### config.mk
export PLATFORM = sky130hd
export DESIGN_NAME = bmp24_stream_to_gray
export DESIGN_NICKNAME = d
export VERILOG_FILES = /design/src/rtl/bmpg_pkg.sv /design/src/rtl/bmpg_hdr.sv /design/src/rtl/bmpg_pix.sv /design/src/rtl/bmp24_stream_to_gray.sv
export SDC_FILE = /design/constraint.sdc
export NUM_CORES = 1
export LEC_CHECK = 0
export BUFFER_PORTS_ARGS = -buffer_cell sky130_fd_sc_hd__buf_2
export CAP_MARGIN = 5
export CELL_PAD_IN_SITES_DETAIL_PLACEMENT = 2
export CELL_PAD_IN_SITES_GLOBAL_PLACEMENT = 2
export CORE_ASPECT_RATIO = 0.6
export CORE_MARGIN = 8
export CORE_UTILIZATION = 40
export DETAILED_ROUTE_END_ITERATION = 8
export PLACE_DENSITY = 0.85
export SYNTH_ARGS = -nofsm -noshare
export SYNTH_HDL_FRONTEND = slang
export SYNTH_SLANG_ARGS = --single-unit
### constraint.sdc
create_clock -name clk -period 9.9 [get_ports clk]
set_clock_uncertainty 0.2 [all_clocks]
set_input_delay 1.485 -clock clk [delete_from_list [all_inputs] [get_ports clk]]
set_output_delay 1.485 -clock clk [all_outputs]
set_load 0.005 [all_outputs]
### src/rtl/bmpg_pkg.sv
// Shared types and constants for the 24-bit bitmap to gray stream decoder.
// No dependencies; every other file in rtl imports this package.
package bmpg_pkg;

	localparam int DIM_W = 13;
	localparam int IDX_W = 12;
	localparam int SUM_W = 10;
	localparam int HCNT_W = 6;

	localparam logic [1:0] KIND_PIXEL = 2'd0;
	localparam logic [1:0] KIND_ACCEPT = 2'd1;
	localparam logic [1:0] KIND_NOT_BMP = 2'd2;
	localparam logic [1:0] KIND_UNSUPPORTED = 2'd3;

	// header byte positions
	localparam logic [HCNT_W-1:0] POS_SIG0 = 6'd0;
	localparam logic [HCNT_W-1:0] POS_SIG1 = 6'd1;
	localparam logic [HCNT_W-1:0] POS_W0 = 6'd18;
	localparam logic [HCNT_W-1:0] POS_W1 = 6'd19;
	localparam logic [HCNT_W-1:0] POS_W2 = 6'd20;
	localparam logic [HCNT_W-1:0] POS_W3 = 6'd21;
	localparam logic [HCNT_W-1:0] POS_H0 = 6'd22;
	localparam logic [HCNT_W-1:0] POS_H1 = 6'd23;
	localparam logic [HCNT_W-1:0] POS_H2 = 6'd24;
	localparam logic [HCNT_W-1:0] POS_H3 = 6'd25;
	localparam logic [HCNT_W-1:0] POS_D0 = 6'd28;
	localparam logic [HCNT_W-1:0] POS_D1 = 6'd29;
	localparam logic [HCNT_W-1:0] POS_C0 = 6'd30;
	localparam logic [HCNT_W-1:0] POS_C1 = 6'd31;
	localparam logic [HCNT_W-1:0] POS_C2 = 6'd32;
	localparam logic [HCNT_W-1:0] POS_C3 = 6'd33;
	localparam logic [HCNT_W-1:0] POS_LAST = 6'd53;

	localparam logic [7:0] SIG_B = 8'h42;
	localparam logic [7:0] SIG_M = 8'h4D;
	localparam logic [7:0] DEPTH_24 = 8'd24;

	typedef struct packed {
		logic [7:0] data_byte;
		logic       start_of_file;
	} file_beat_t;

	typedef struct packed {
		logic [1:0]       kind;
		logic [SUM_W-1:0] gray_sum;
		logic [IDX_W-1:0] row;
		logic [IDX_W-1:0] column;
		logic [DIM_W-1:0] image_width;
		logic [DIM_W-1:0] image_height;
		logic             last_pixel;
	} gray_beat_t;

	// verdict of the header parser, shown on the last header byte
	typedef struct packed {
		logic             done;
		logic [1:0]       kind;
		logic [DIM_W-1:0] width;
		logic [DIM_W-1:0] height;
	} hdr_res_t;

endpackage

### src/rtl/bmpg_hdr.sv
// Header parser: walks the 54 header bytes, keeps the fields that matter
// and gives the verdict on the last one. Depends on bmpg_pkg.
module bmpg_hdr import bmpg_pkg::*; #(
	parameter int MAX_DIM = 4096
) (
	input  logic       clk,
	input  logic       arst_n,
	input  logic       valid,
	input  logic       step,
	input  logic       phase_hdr,
	input  file_beat_t beat,
	output hdr_res_t   res
);

	logic [HCNT_W-1:0] cnt_q;
	logic              sig_q;
	logic [DIM_W-1:0]  w_lo_q;
	logic              w_hi_q;
	logic [DIM_W-1:0]  h_lo_q;
	logic              h_hi_q;
	logic              d_lo_ok_q;
	logic              d_hi_ok_q;
	logic              comp_nz_q;

	logic              active;
	logic [HCNT_W-1:0] pos;
	logic [7:0]        b;
	logic              w_ok;
	logic              h_ok;
	logic [DIM_W-1:0]  max_dim;

	assign b       = beat.data_byte;
	assign active  = beat.start_of_file || phase_hdr;
	assign pos     = beat.start_of_file ? '0 : cnt_q;
	assign max_dim = DIM_W'(MAX_DIM);

	// a dimension is fine when bits above the kept 13 are clear and 1..MAX_DIM
	assign w_ok = !w_hi_q && (w_lo_q != '0) && (w_lo_q <= max_dim);
	assign h_ok = !h_hi_q && (h_lo_q != '0) && (h_lo_q <= max_dim);

	always_comb begin
		res = '0;
		res.done = valid && active && (pos == POS_LAST);
		if (!sig_q) begin
			res.kind = KIND_NOT_BMP;
		end else if (comp_nz_q || !d_lo_ok_q || !d_hi_ok_q || !w_ok || !h_ok) begin
			res.kind = KIND_UNSUPPORTED;
		end else begin
			res.kind   = KIND_ACCEPT;
			res.width  = w_lo_q;
			res.height = h_lo_q;
		end
	end

	always_ff @(posedge clk or negedge arst_n) begin
		if (!arst_n) begin
			cnt_q     <= '0;
			sig_q     <= 1'b0;
			w_lo_q    <= '0;
			w_hi_q    <= 1'b0;
			h_lo_q    <= '0;
			h_hi_q    <= 1'b0;
			d_lo_ok_q <= 1'b0;
			d_hi_ok_q <= 1'b0;
			comp_nz_q <= 1'b0;
		end else if (step && active) begin
			if (beat.start_of_file) begin
				sig_q     <= 1'b0;
				w_lo_q    <= '0;
				w_hi_q    <= 1'b0;
				h_lo_q    <= '0;
				h_hi_q    <= 1'b0;
				d_lo_ok_q <= 1'b0;
				d_hi_ok_q <= 1'b0;
				comp_nz_q <= 1'b0;
			end
			if (pos != POS_LAST) begin
				cnt_q <= pos + HCNT_W'(1);
			end
			case (pos)
				POS_SIG0: sig_q <= (b == SIG_B);
				POS_SIG1: sig_q <= sig_q && (b == SIG_M);
				POS_W0:   w_lo_q[7:0] <= b;
				POS_W1: begin
					w_lo_q[DIM_W-1:8] <= b[DIM_W-9:0];
					w_hi_q            <= (b[7:DIM_W-8] != '0);
				end
				POS_W2, POS_W3: w_hi_q <= w_hi_q || (b != '0);
				POS_H0:   h_lo_q[7:0] <= b;
				POS_H1: begin
					h_lo_q[DIM_W-1:8] <= b[DIM_W-9:0];
					h_hi_q            <= (b[7:DIM_W-8] != '0);
				end
				POS_H2, POS_H3: h_hi_q <= h_hi_q || (b != '0);
				POS_D0:   d_lo_ok_q <= (b == DEPTH_24);
				POS_D1:   d_hi_ok_q <= (b == '0);
				POS_C0, POS_C1, POS_C2, POS_C3: comp_nz_q <= comp_nz_q || (b != '0);
				default: ;
			endcase
		end
	end

endmodule

### src/rtl/bmpg_pix.sv
// Pixel walker: holds the parse phase, sums colour triples, tracks row and
// column, skips row padding and builds the result beat. Depends on bmpg_pkg.
module bmpg_pix import bmpg_pkg::*; (
	input  logic       clk,
	input  logic       arst_n,
	input  logic       valid,
	input  logic       step,
	input  file_beat_t beat,
	input  hdr_res_t   hdr,
	output logic       phase_hdr,
	output logic       res_valid,
	output gray_beat_t res
);

	typedef enum logic [1:0] {
		PH_HEADER,
		PH_PIXELS,
		PH_IDLE
	} phase_t;

	phase_t           phase_q;
	logic [IDX_W-1:0] row_q;
	logic [IDX_W-1:0] col_q;
	logic [1:0]       cc_q;
	logic [SUM_W-1:0] psum_q;
	logic [1:0]       pad_q;
	logic [DIM_W-1:0] width_q;

	logic             in_pixels;
	logic             pix_live;
	logic [SUM_W-1:0] sum_next;
	logic [DIM_W-1:0] col_inc;
	logic             row_end;
	logic             last;

	assign phase_hdr = (phase_q == PH_HEADER);
	assign in_pixels = !beat.start_of_file && (phase_q == PH_PIXELS);
	assign pix_live  = valid && in_pixels && (pad_q == '0) && (cc_q == 2'd2);
	assign sum_next  = psum_q + SUM_W'(beat.data_byte);
	assign col_inc   = {1'b0, col_q} + DIM_W'(1);
	assign row_end   = (col_inc >= width_q);
	assign last      = row_end && (row_q == '0);

	always_comb begin
		res       = '0;
		res_valid = 1'b0;
		if (hdr.done) begin
			res_valid        = 1'b1;
			res.kind         = hdr.kind;
			res.image_width  = hdr.width;
			res.image_height = hdr.height;
		end else if (pix_live) begin
			res_valid      = 1'b1;
			res.kind       = KIND_PIXEL;
			res.gray_sum   = sum_next;
			res.row        = row_q;
			res.column     = col_q;
			res.last_pixel = last;
		end
	end

	always_ff @(posedge clk or negedge arst_n) begin
		if (!arst_n) begin
			phase_q <= PH_HEADER;
			row_q   <= '0;
			col_q   <= '0;
			cc_q    <= '0;
			psum_q  <= '0;
			pad_q   <= '0;
			width_q <= '0;
		end else if (step) begin
			if (hdr.done) begin
				if (hdr.kind == KIND_ACCEPT) begin
					phase_q <= PH_PIXELS;
					row_q   <= IDX_W'(hdr.height - DIM_W'(1));
					col_q   <= '0;
					cc_q    <= '0;
					psum_q  <= '0;
					pad_q   <= '0;
					width_q <= hdr.width;
				end else begin
					phase_q <= PH_IDLE;
				end
			end else if (beat.start_of_file) begin
				phase_q <= PH_HEADER;
			end else if (in_pixels) begin
				if (pad_q != '0) begin
					pad_q <= pad_q - 2'd1;
				end else if (cc_q != 2'd2) begin
					cc_q   <= cc_q + 2'd1;
					psum_q <= sum_next;
				end else begin
					cc_q   <= '0;
					psum_q <= '0;
					if (last) begin
						phase_q <= PH_IDLE;
					end else if (row_end) begin
						row_q <= row_q - IDX_W'(1);
						col_q <= '0;
						// padding to a 4-byte row equals width mod 4 for 3-byte pixels
						pad_q <= width_q[1:0];
					end else begin
						col_q <= col_inc[IDX_W-1:0];
					end
				end
			end
		end
	end

endmodule

### src/rtl/bmp24_stream_to_gray.sv
// Pipeline: a byte passes the input register and then the result register;
// a stall on the result side can hold it in the input register.
// Throughput: one byte per cycle while the result side does not stall;
// a byte that gives no result never waits on the result side.
// Reset: arst_n clears all control state; the parse restarts at header byte 0.
// Depends on bmpg_pkg, bmpg_hdr and bmpg_pix.
module bmp24_stream_to_gray import bmpg_pkg::*; #(
	parameter int MAX_DIM = 4096
) (
	input  logic       clk,
	input  logic       arst_n,
	input  logic       file_valid,
	output logic       file_stall,
	input  file_beat_t file_beat,
	output logic       gray_valid,
	input  logic       gray_stall,
	output gray_beat_t gray_beat
);

	logic       beat_valid_s1;
	file_beat_t beat_s1;
	logic       out_valid_q;
	gray_beat_t out_q;

	hdr_res_t   hdr;
	logic       phase_hdr;
	logic       res_valid;
	gray_beat_t res;
	logic       out_free;
	logic       go;

	assign out_free   = !out_valid_q || !gray_stall;
	assign go         = beat_valid_s1 && (!res_valid || out_free);
	assign file_stall = beat_valid_s1 && !go;
	assign gray_valid = out_valid_q;
	assign gray_beat  = out_q;

	bmpg_hdr #(
		.MAX_DIM(MAX_DIM)
	) u_hdr (
		.clk      (clk),
		.arst_n   (arst_n),
		.valid    (beat_valid_s1),
		.step     (go),
		.phase_hdr(phase_hdr),
		.beat     (beat_s1),
		.res      (hdr)
	);

	bmpg_pix u_pix (
		.clk      (clk),
		.arst_n   (arst_n),
		.valid    (beat_valid_s1),
		.step     (go),
		.beat     (beat_s1),
		.hdr      (hdr),
		.phase_hdr(phase_hdr),
		.res_valid(res_valid),
		.res      (res)
	);

	always_ff @(posedge clk or negedge arst_n) begin
		if (!arst_n) begin
			beat_valid_s1 <= 1'b0;
			beat_s1       <= '0;
			out_valid_q   <= 1'b0;
			out_q         <= '0;
		end else begin
			// take a new beat whenever the input stage is empty or moving on
			if (!file_stall) begin
				beat_valid_s1 <= file_valid;
				beat_s1       <= file_beat;
			end
			if (out_free) begin
				out_valid_q <= go && res_valid;
				out_q       <= res;
			end
		end
	end

endmodule
==> results of run 1 <==
## cells by family after synthesis
group                    after synthesis
flip-flops                           165
AND/OR/NAND/NOR                      363
AO/OA/AOI/OAI                        249
multiplexers                          11
buffers and inverters                 82
XOR/XNOR                              19
adder cells (fa/ha/maj)               28
## sequential cells by signal, indices dropped and copies added, names as in the netlist, 9 cells and up
signal,cells
gray_beat,63
u_hdr.h_lo_q,13
u_hdr.w_lo_q,13
u_pix.width_q,13
u_pix.col_q,12
u_pix.row_q,12
u_pix.psum_q,10
beat_s1,9
## report_power, final
part	total (mW)	leakage [nW]	switching [mW]	internal [mW]
registers	0.708	2.20	0.0232	0.685
clock network	0.732	0.309	0.295	0.437
logic	0.0735	2.11	0.0507	0.0228
## layout make-up
class / count / area, um^2
clock buffers: 25 / 515
repair buffers: 87 / 467
inverters: 29 / 109
multi-input cells: 670 / 4000
flip-flops and latches: 165 / 4130
fillers: 2293 / 11200
clock inverters: 7 / 116
well taps: 279 / 349
## layout by cell type (no fill, tap or decap), drive strengths merged, types with 4 or more instances in the layout
| cell type | netlist | final |
|---|---|---|
| a21o | 9 | 9 |
| inv | 29 | 29 |
| o31a | 4 | 4 |
| nand2b | 10 | 10 |
| mux2 | 9 | 9 |
| and4 | 4 | 4 |
| o211ai | 6 | 6 |
| xor2 | 13 | 13 |
| buf | 17 | 87 |
| a211oi | 5 | 5 |
| nor4 | 10 | 10 |
| nor4b | 4 | 4 |
| o21a | 5 | 5 |
| a22o | 22 | 22 |
| nor2 | 34 | 34 |
| nand4 | 9 | 9 |
| nand3 | 36 | 36 |
| or2 | 5 | 5 |
| o31ai | 8 | 8 |
| a31oi | 10 | 10 |
| dfrtp | 165 | 165 |
| or3 | 4 | 4 |
| xnor2 | 6 | 6 |
| and3 | 11 | 11 |
| nor3 | 21 | 21 |
| clkbuf | 36 | 25 |
| ha | 27 | 27 |
| nand2 | 196 | 196 |
| a21oi | 34 | 34 |
| nor2b | 7 | 7 |
| o41ai | 9 | 9 |
| o21ai | 101 | 101 |
## tightest hold or removal path, stage by stage, from the launching register on
cell and delay (ns):
dfrtp_1 0.34, nand2_1 0.05, nand2_1 0.04
## layer usage
| metal | GRT usage | vias up | routed length, um |
|---|---|---|---|
| li1 | - | 3369 | - |
| met1 | 0.357 | 3978 | 15500 |
| met2 | 0.371 | 196 | 13900 |
| met3 | 0.0469 | 37 | 1690 |
| met4 | 0.0641 | 0 | 456 |
| met5 | 0 | - | 0 |
## metrics by stage
step	setup slack (ns)	util	std cells	total power [mW]
floorplan	6.01	-	917	0.753
global placement	5.52	0.433	1230	0.787
detailed placement	5.20	0.433	1230	0.792
CTS	5.00	0.463	1262	1.52
global route	4.79	0.463	1262	1.55
finish	4.96	0.463	1262	1.51
## final timing paths
path,from,to,depth (start not counted)
setup / recovery,beat_s1[0],file_stall,8
hold / removal,gray_beat[3],gray_beat[3],2
setup reg to reg,beat_s1[0],u_pix.col_q[5],8
hold reg to reg,gray_beat[3],gray_beat[3],2
max in group asynchronous,arst_n,gray_beat[44],2
min in group asynchronous,arst_n,u_hdr.d_hi_ok_q,1
==> results.cfg, run 1 <==
[setup_path]
worst-r2r-setup-slack_ns = 5.13
max_stage_delay_ns = 0.64
crit_chain = nor2b_1 -> ha_1 -> and4b_4 -> nand4_1 -> buf_4 -> a21oi_1 -> buf_4 -> buf_2
cp-start-kind = flip-flop
slowest_stage = dfrtp_1
critical_path_buf_inv_count = 3
cp_common_cell = buf_4
cp_max_fo = 29
crit_arrival_ns = 3.25
end_kind = output pin
path_class = flip-flop to output pin
cp_top_family = simple AND/OR/NAND/NOR gates
crit_required_ns = 8.22

[global_routing]
grt_use_total = 0.246
grt_pass1_wl_um = 49800
grt_antenna_before_repair = 0
overflow = 0
first_global_vias = 8249
grt_max_degree = 93

[cells_and_area]
n_antenna_cell = 0
area_delta_synth_final_pct = 14.2
final_area_um2 = 9690
fin_nets = 1011
drive_gt1_frac = 0.149

[floorplanning]
top_level_ports = 78
die-area_um2 = 26300
die_w_um = 204
start_util = 0.405
num_rows = 41
design.core.area_um2 = 20900
die_h_um = 129

[placed_design]
gp_congestion = 0.838
port_buffers = 77
post-dp-hpwl_um = 21700
dpl-instance-area_um2 = 9060

[timing]
rsz0062_at_grt = false
slew_headroom = 0.222
whs_ns = 0.263
setup_viol = 0
layout_min_cycle_time_ns = 4.94
slew_viol_final = 0
hold_viol_final = 0
tightestPinTransition_ns = 1.16
fin_crit_sh = 0.498
fin_tns_setup_ns = 0
fmax_ghz = 0.203

[yosys]
synth_edf_count = 0
synth_top_family_by_area = simple AND/OR/NAND/NOR gates
syn_area_um2 = 8480
syn_nets = 958
ys_types = 76
synthTopCellsByCount = nand2_1 (196), dfrtp_1 (165), o21ai_0 (99)
synth_ff_type = dfrtp_1
synth.top_cell.area_share = 0.487
synthTopCellsByArea = dfrtp_1 (49%), nand2_1 (8.7%), o21ai_0 (5.8%)
synthAdderAreaFrac = 0.0422
synth_compound_area_frac = 0.195
syn_area_per_cell_um2 = 9.25
synth-xor-area-share = 0.0196
yosysSeqAreaShare = 0.487
synth.area.mux_share = 0.0143
ys_warn_count = 0
synth-simple-area-share = 0.200
synth_seq_cells = 165
synthArstFlopShare = 1.00
synthesis.instances = 917
yosysMostFrequentCell = nand2_1
synth.largest_area_cell = dfrtp_1

[route]
dr_total_vias = 7580
wire_per_inst_um = 25.0
drc = 0
postRouteAntennaNets = 0
first_iter_violations = 528
wirelength_um = 31500
via_per_inst = 6.01
dr.pass1.iters = 5

[clock_tree]
cts_tree = yes
cts.sinks = 165
post_cts_buffers = 0
cts_buffers = 17
cts_root_buf = clkbuf_16
cts_resized = 0
path_clk_slew_ns = 0.07
clk_latency_ns = 0.46
cts.htree.levels = 4
cts.hold.buffers_added = 0
clock_path_buffers = 2

[power]
power-per-cell-area_nw_per_um2 = 156
p_leak_nw = 4.62
vdd_drop_max_mv = 0.124

[run_status]
status = completed

[job]
drv_cap = 0

[worst_hold_path]
hold_path.class = flip-flop to flip-flop
Power figures use the tool's default switching activity.
==> run 2: changes to the inputs <==
--- a/config.mk
+++ b/config.mk
@@ -5,15 +5,16 @@
 export SDC_FILE = /design/constraint.sdc
 export NUM_CORES = 1
 export LEC_CHECK = 0
+export ABC_AREA = 1
 export BUFFER_PORTS_ARGS = -buffer_cell sky130_fd_sc_hd__buf_2
 export CAP_MARGIN = 5
 export CELL_PAD_IN_SITES_DETAIL_PLACEMENT = 2
 export CELL_PAD_IN_SITES_GLOBAL_PLACEMENT = 2
 export CORE_ASPECT_RATIO = 0.6
 export CORE_MARGIN = 8
-export CORE_UTILIZATION = 40
+export CORE_UTILIZATION = 33
 export DETAILED_ROUTE_END_ITERATION = 8
-export PLACE_DENSITY = 0.85
+export PLACE_DENSITY = 0.77
 export SYNTH_ARGS = -nofsm -noshare
 export SYNTH_HDL_FRONTEND = slang
 export SYNTH_SLANG_ARGS = --single-unit
==> constraint.sdc (replaced) <==
create_clock -name clk -period 4.04 [get_ports clk]
set_clock_uncertainty 0.2 [all_clocks]
set_input_delay 0.606 -clock clk [delete_from_list [all_inputs] [get_ports clk]]
set_output_delay 0.606 -clock clk [all_outputs]
set_load 0.005 [all_outputs]
==> run 2 against run 1 <==
Utilization fell by 6.5 points. Total power increased by 140%. Combinational power rose to 2.6 times the previous value. Design area fell by 0.22%. First-iteration DRC count is 23% lower. Global-route usage fell by 5.8 points. Critical path depth is 12 higher. Register-to-register slack lost 4.9 ns.
==> results.cfg, run 2 <==
[floorplanning]
num_rows = 44
die-area_um2 = 30300
top_level_ports = 78
design.core.area_um2 = 24300
die_w_um = 219
die_h_um = 138
start_util = 0.337

[yosys]
ys_warn_count = 0
synthTopCellsByArea = dfrtp_1 (50%), nand2_1 (11%), o21ai_0 (7.9%)
synth.top_cell.area_share = 0.505
ys_types = 52
syn_area_um2 = 8180
synth_seq_cells = 165
synth_edf_count = 0
yosysSeqAreaShare = 0.505
syn_nets = 992
synthTopCellsByCount = nand2_1 (235), dfrtp_1 (165), o21ai_0 (129)
yosysMostFrequentCell = nand2_1
synthArstFlopShare = 1.00
synth.largest_area_cell = dfrtp_1
synth_ff_type = dfrtp_1
syn_area_per_cell_um2 = 8.60
synthesis.instances = 951

[global_routing]
grt_pass1_wl_um = 43900
first_global_vias = 7715
overflow = 0
grt_use_total = 0.188
grt_max_degree = 87
grt_antenna_before_repair = 0

[timing]
fin_tns_setup_ns = 0
setup_viol = 0
setup_ws_ns = 0.197
hold_viol_final = 0
slew_viol_final = 0
layout_min_cycle_time_ns = 3.84
fin_crit_sh = 0.951
fmax_ghz = 0.260
slew_headroom = 0.293
tightestPinTransition_ns = 1.06

[route]
dr.pass1.iters = 4
wirelength_um = 27300
wire_per_inst_um = 19.9
wl_met2_um = 12400
postRouteAntennaNets = 0
top_layer = met4
first_iter_violations = 408
drc = 0
wl_met1_um = 13600
via_per_inst = 5.16
met3_wirelength_um = 797
dr_total_vias = 7073

[setup_path]
crit_cells = 20
rr_worst_depth = 20
end_kind = flip-flop
critical_path_buf_inv_count = 3
r2r-end = u_pix.row_q[11]
crit_chain = inv_2 -> nor3_4 -> nand3_2 -> nor3_2 -> nand3_1 -> or2_2 -> xor2_1 -> inv_1 -> ha_1 -> nand2_1 -> o21ai_0 -> a21oi_1 -> nand3_2 -> nand2_1 -> nor2_2 -> nor2_2 -> nand4_4 -> buf_12 -> nand2_1 -> nand2_1
crit_arrival_ns = 3.98
slowest_stage = dfrtp_1
path_class = flip-flop to flip-flop
crit_required_ns = 4.18
cp_max_fo = 10
worst-r2r-setup-slack_ns = 0.20
cp-start-kind = flip-flop
cp_common_cell = nand2_1
cp_top_family = simple AND/OR/NAND/NOR gates
max_stage_delay_ns = 0.38
reg2reg_from = u_pix.col_q[2]

[power]
p_int_mw = 2.79
power-per-cell-area_nw_per_um2 = 376
swShare = 0.232
p_sw_mw = 0.845
p_seq_frac = 0.464
p_leak_nw = 4.92
clkPwrFrac = 0.484
pwr-share-comb = 0.052
vdd_drop_max_mv = 0.281

[cells_and_area]
fillCellCount = 2741
area_delta_synth_final_pct = 18.2
final_common_cell = nand2_1
largest_reg_flops = 63
final_cell_mix = nand2_1 (235), dfrtp_1 (165), o21ai_0 (129)
finalCoreUtilization = 0.398
n_antenna_cell = 0
final_area_um2 = 9670
drive_gt1_frac = 0.169
fin_nets = 1079

[clock_tree]
cts_tree = yes
path_clk_slew_ns = 0.06
clk_latency_ns = 0.45
cts.htree.levels = 4
cts_root_buf = clkbuf_16
cts_buffers = 17
cts.hold.buffers_added = 0
clock_path_buffers = 2
cts.sinks = 165

[placed_design]
post-dp-hpwl_um = 20400
port_buffers = 77
dp_slack_ns = -0.0356
gp_congestion = 0.842
dpl-instance-area_um2 = 8920

[run_status]
status = completed

[worst_hold_path]
hold_path.class = primary input to asynchronous set/reset pin

[job]
drv_cap = 0
## run 2: cell types whose count changed in the layout (fill, tap and decap cells not counted), moves of 14 or more
cell	before	now
inv_1	29	92
nand2_1	196	235
a22o_1	22	2
nor3_1	20	6
nor2_1	34	63
o21ai_0	99	129
nand4_1	8	22
o21ai_1	0	14
## run 2: worst reg2reg max path: stages (launching register included)
cell	delay, ns
dfrtp_1	0.38
inv_2	0.08
nor3_4	0.23
nand3_2	0.12
nor3_2	0.24
nand3_1	0.16
or2_2	0.31
xor2_1	0.19
inv_1	0.08
ha_1	0.29
nand2_1	0.12
o21ai_0	0.11
a21oi_1	0.18
nand3_2	0.14
nand2_1	0.14
nor2_2	0.06
nor2_2	0.13
nand4_4	0.21
buf_12	0.22
nand2_1	0.07
nand2_1	0.06
## run 2: area by class of cell
class | instances | area [um^2] | area share
inverter | 103 | 409 | 0.0423
clock inverter | 10 | 153 | 0.0158
multi-input combinational | 656 | 3540 | 0.366
tap | 322 | 403 | 0.0417
sequential | 165 | 4130 | 0.427
timing repair buffer | 95 | 564 | 0.0584
clock buffer | 21 | 470 | 0.0487
## run 2: metal layers
metal  vias up  global-route usage
li1       3305                   -
met1      3648               0.261
met2        95               0.293
met3        25              0.0327
met4         0              0.0665
met5         -                   0
## run 2: logic make-up (layout without fill, tap and decap cells)
logic type                 after synthesis  in the layout  synth area share
and+or+nand+nor                        415            415             0.233
xor gates and xnor gates                21             21            0.0225
buffers and inverters                  130            229            0.0673
DFF                                    165            165             0.505
adders and majority gates               28             28            0.0437
AOI/OAI and AO/OA                      192            192             0.129
## run 2: worst max-delay path by stage
stage              startpoint              end  slack, ns
4_1_cts        u_pix.col_q[2]   u_pix.col_q[8]       0.05
5_1_grt        u_pix.col_q[0]  u_pix.row_q[11]      -0.06
6_report       u_pix.col_q[2]  u_pix.row_q[11]       0.20
3_3_place_gp   u_pix.col_q[2]   u_pix.row_q[6]       0.27
3_5_place_dp   u_pix.col_q[2]   u_pix.row_q[9]      -0.04
2_1_floorplan  u_pix.col_q[2]   u_pix.col_q[5]       0.59
## run 2: power by group through the flow
stage               combinational [mW]  sequential [mW]  clock (mW)
global placement                 0.185             1.72           0
global route                     0.216             1.69        1.86
floorplan                        0.102             1.71           0
CTS                              0.194             1.69        1.80
finish                           0.191             1.69        1.76
detailed placement               0.191             1.72           0
## run 2: metrics by stage
| step | instances | hold slack, ns | power, mW |
|---|---|---|---|
| final | 1372 | 0.0485 | 3.64 |
| after global routing | 1372 | 0.108 | 3.76 |
| after CTS | 1364 | 0.0695 | 3.68 |
| after detailed placement | 1333 | 0.270 | 1.91 |
| after global placement | 1333 | 0.259 | 1.90 |
| after floorplan | 951 | 0.110 | 1.81 |
## run 2: timing repair
action	4_1_cts	5_1_grt
endpoints found under the setup margin	12	24
resized for setup	2	10
setup buffers	0	8
pin swaps	0	3
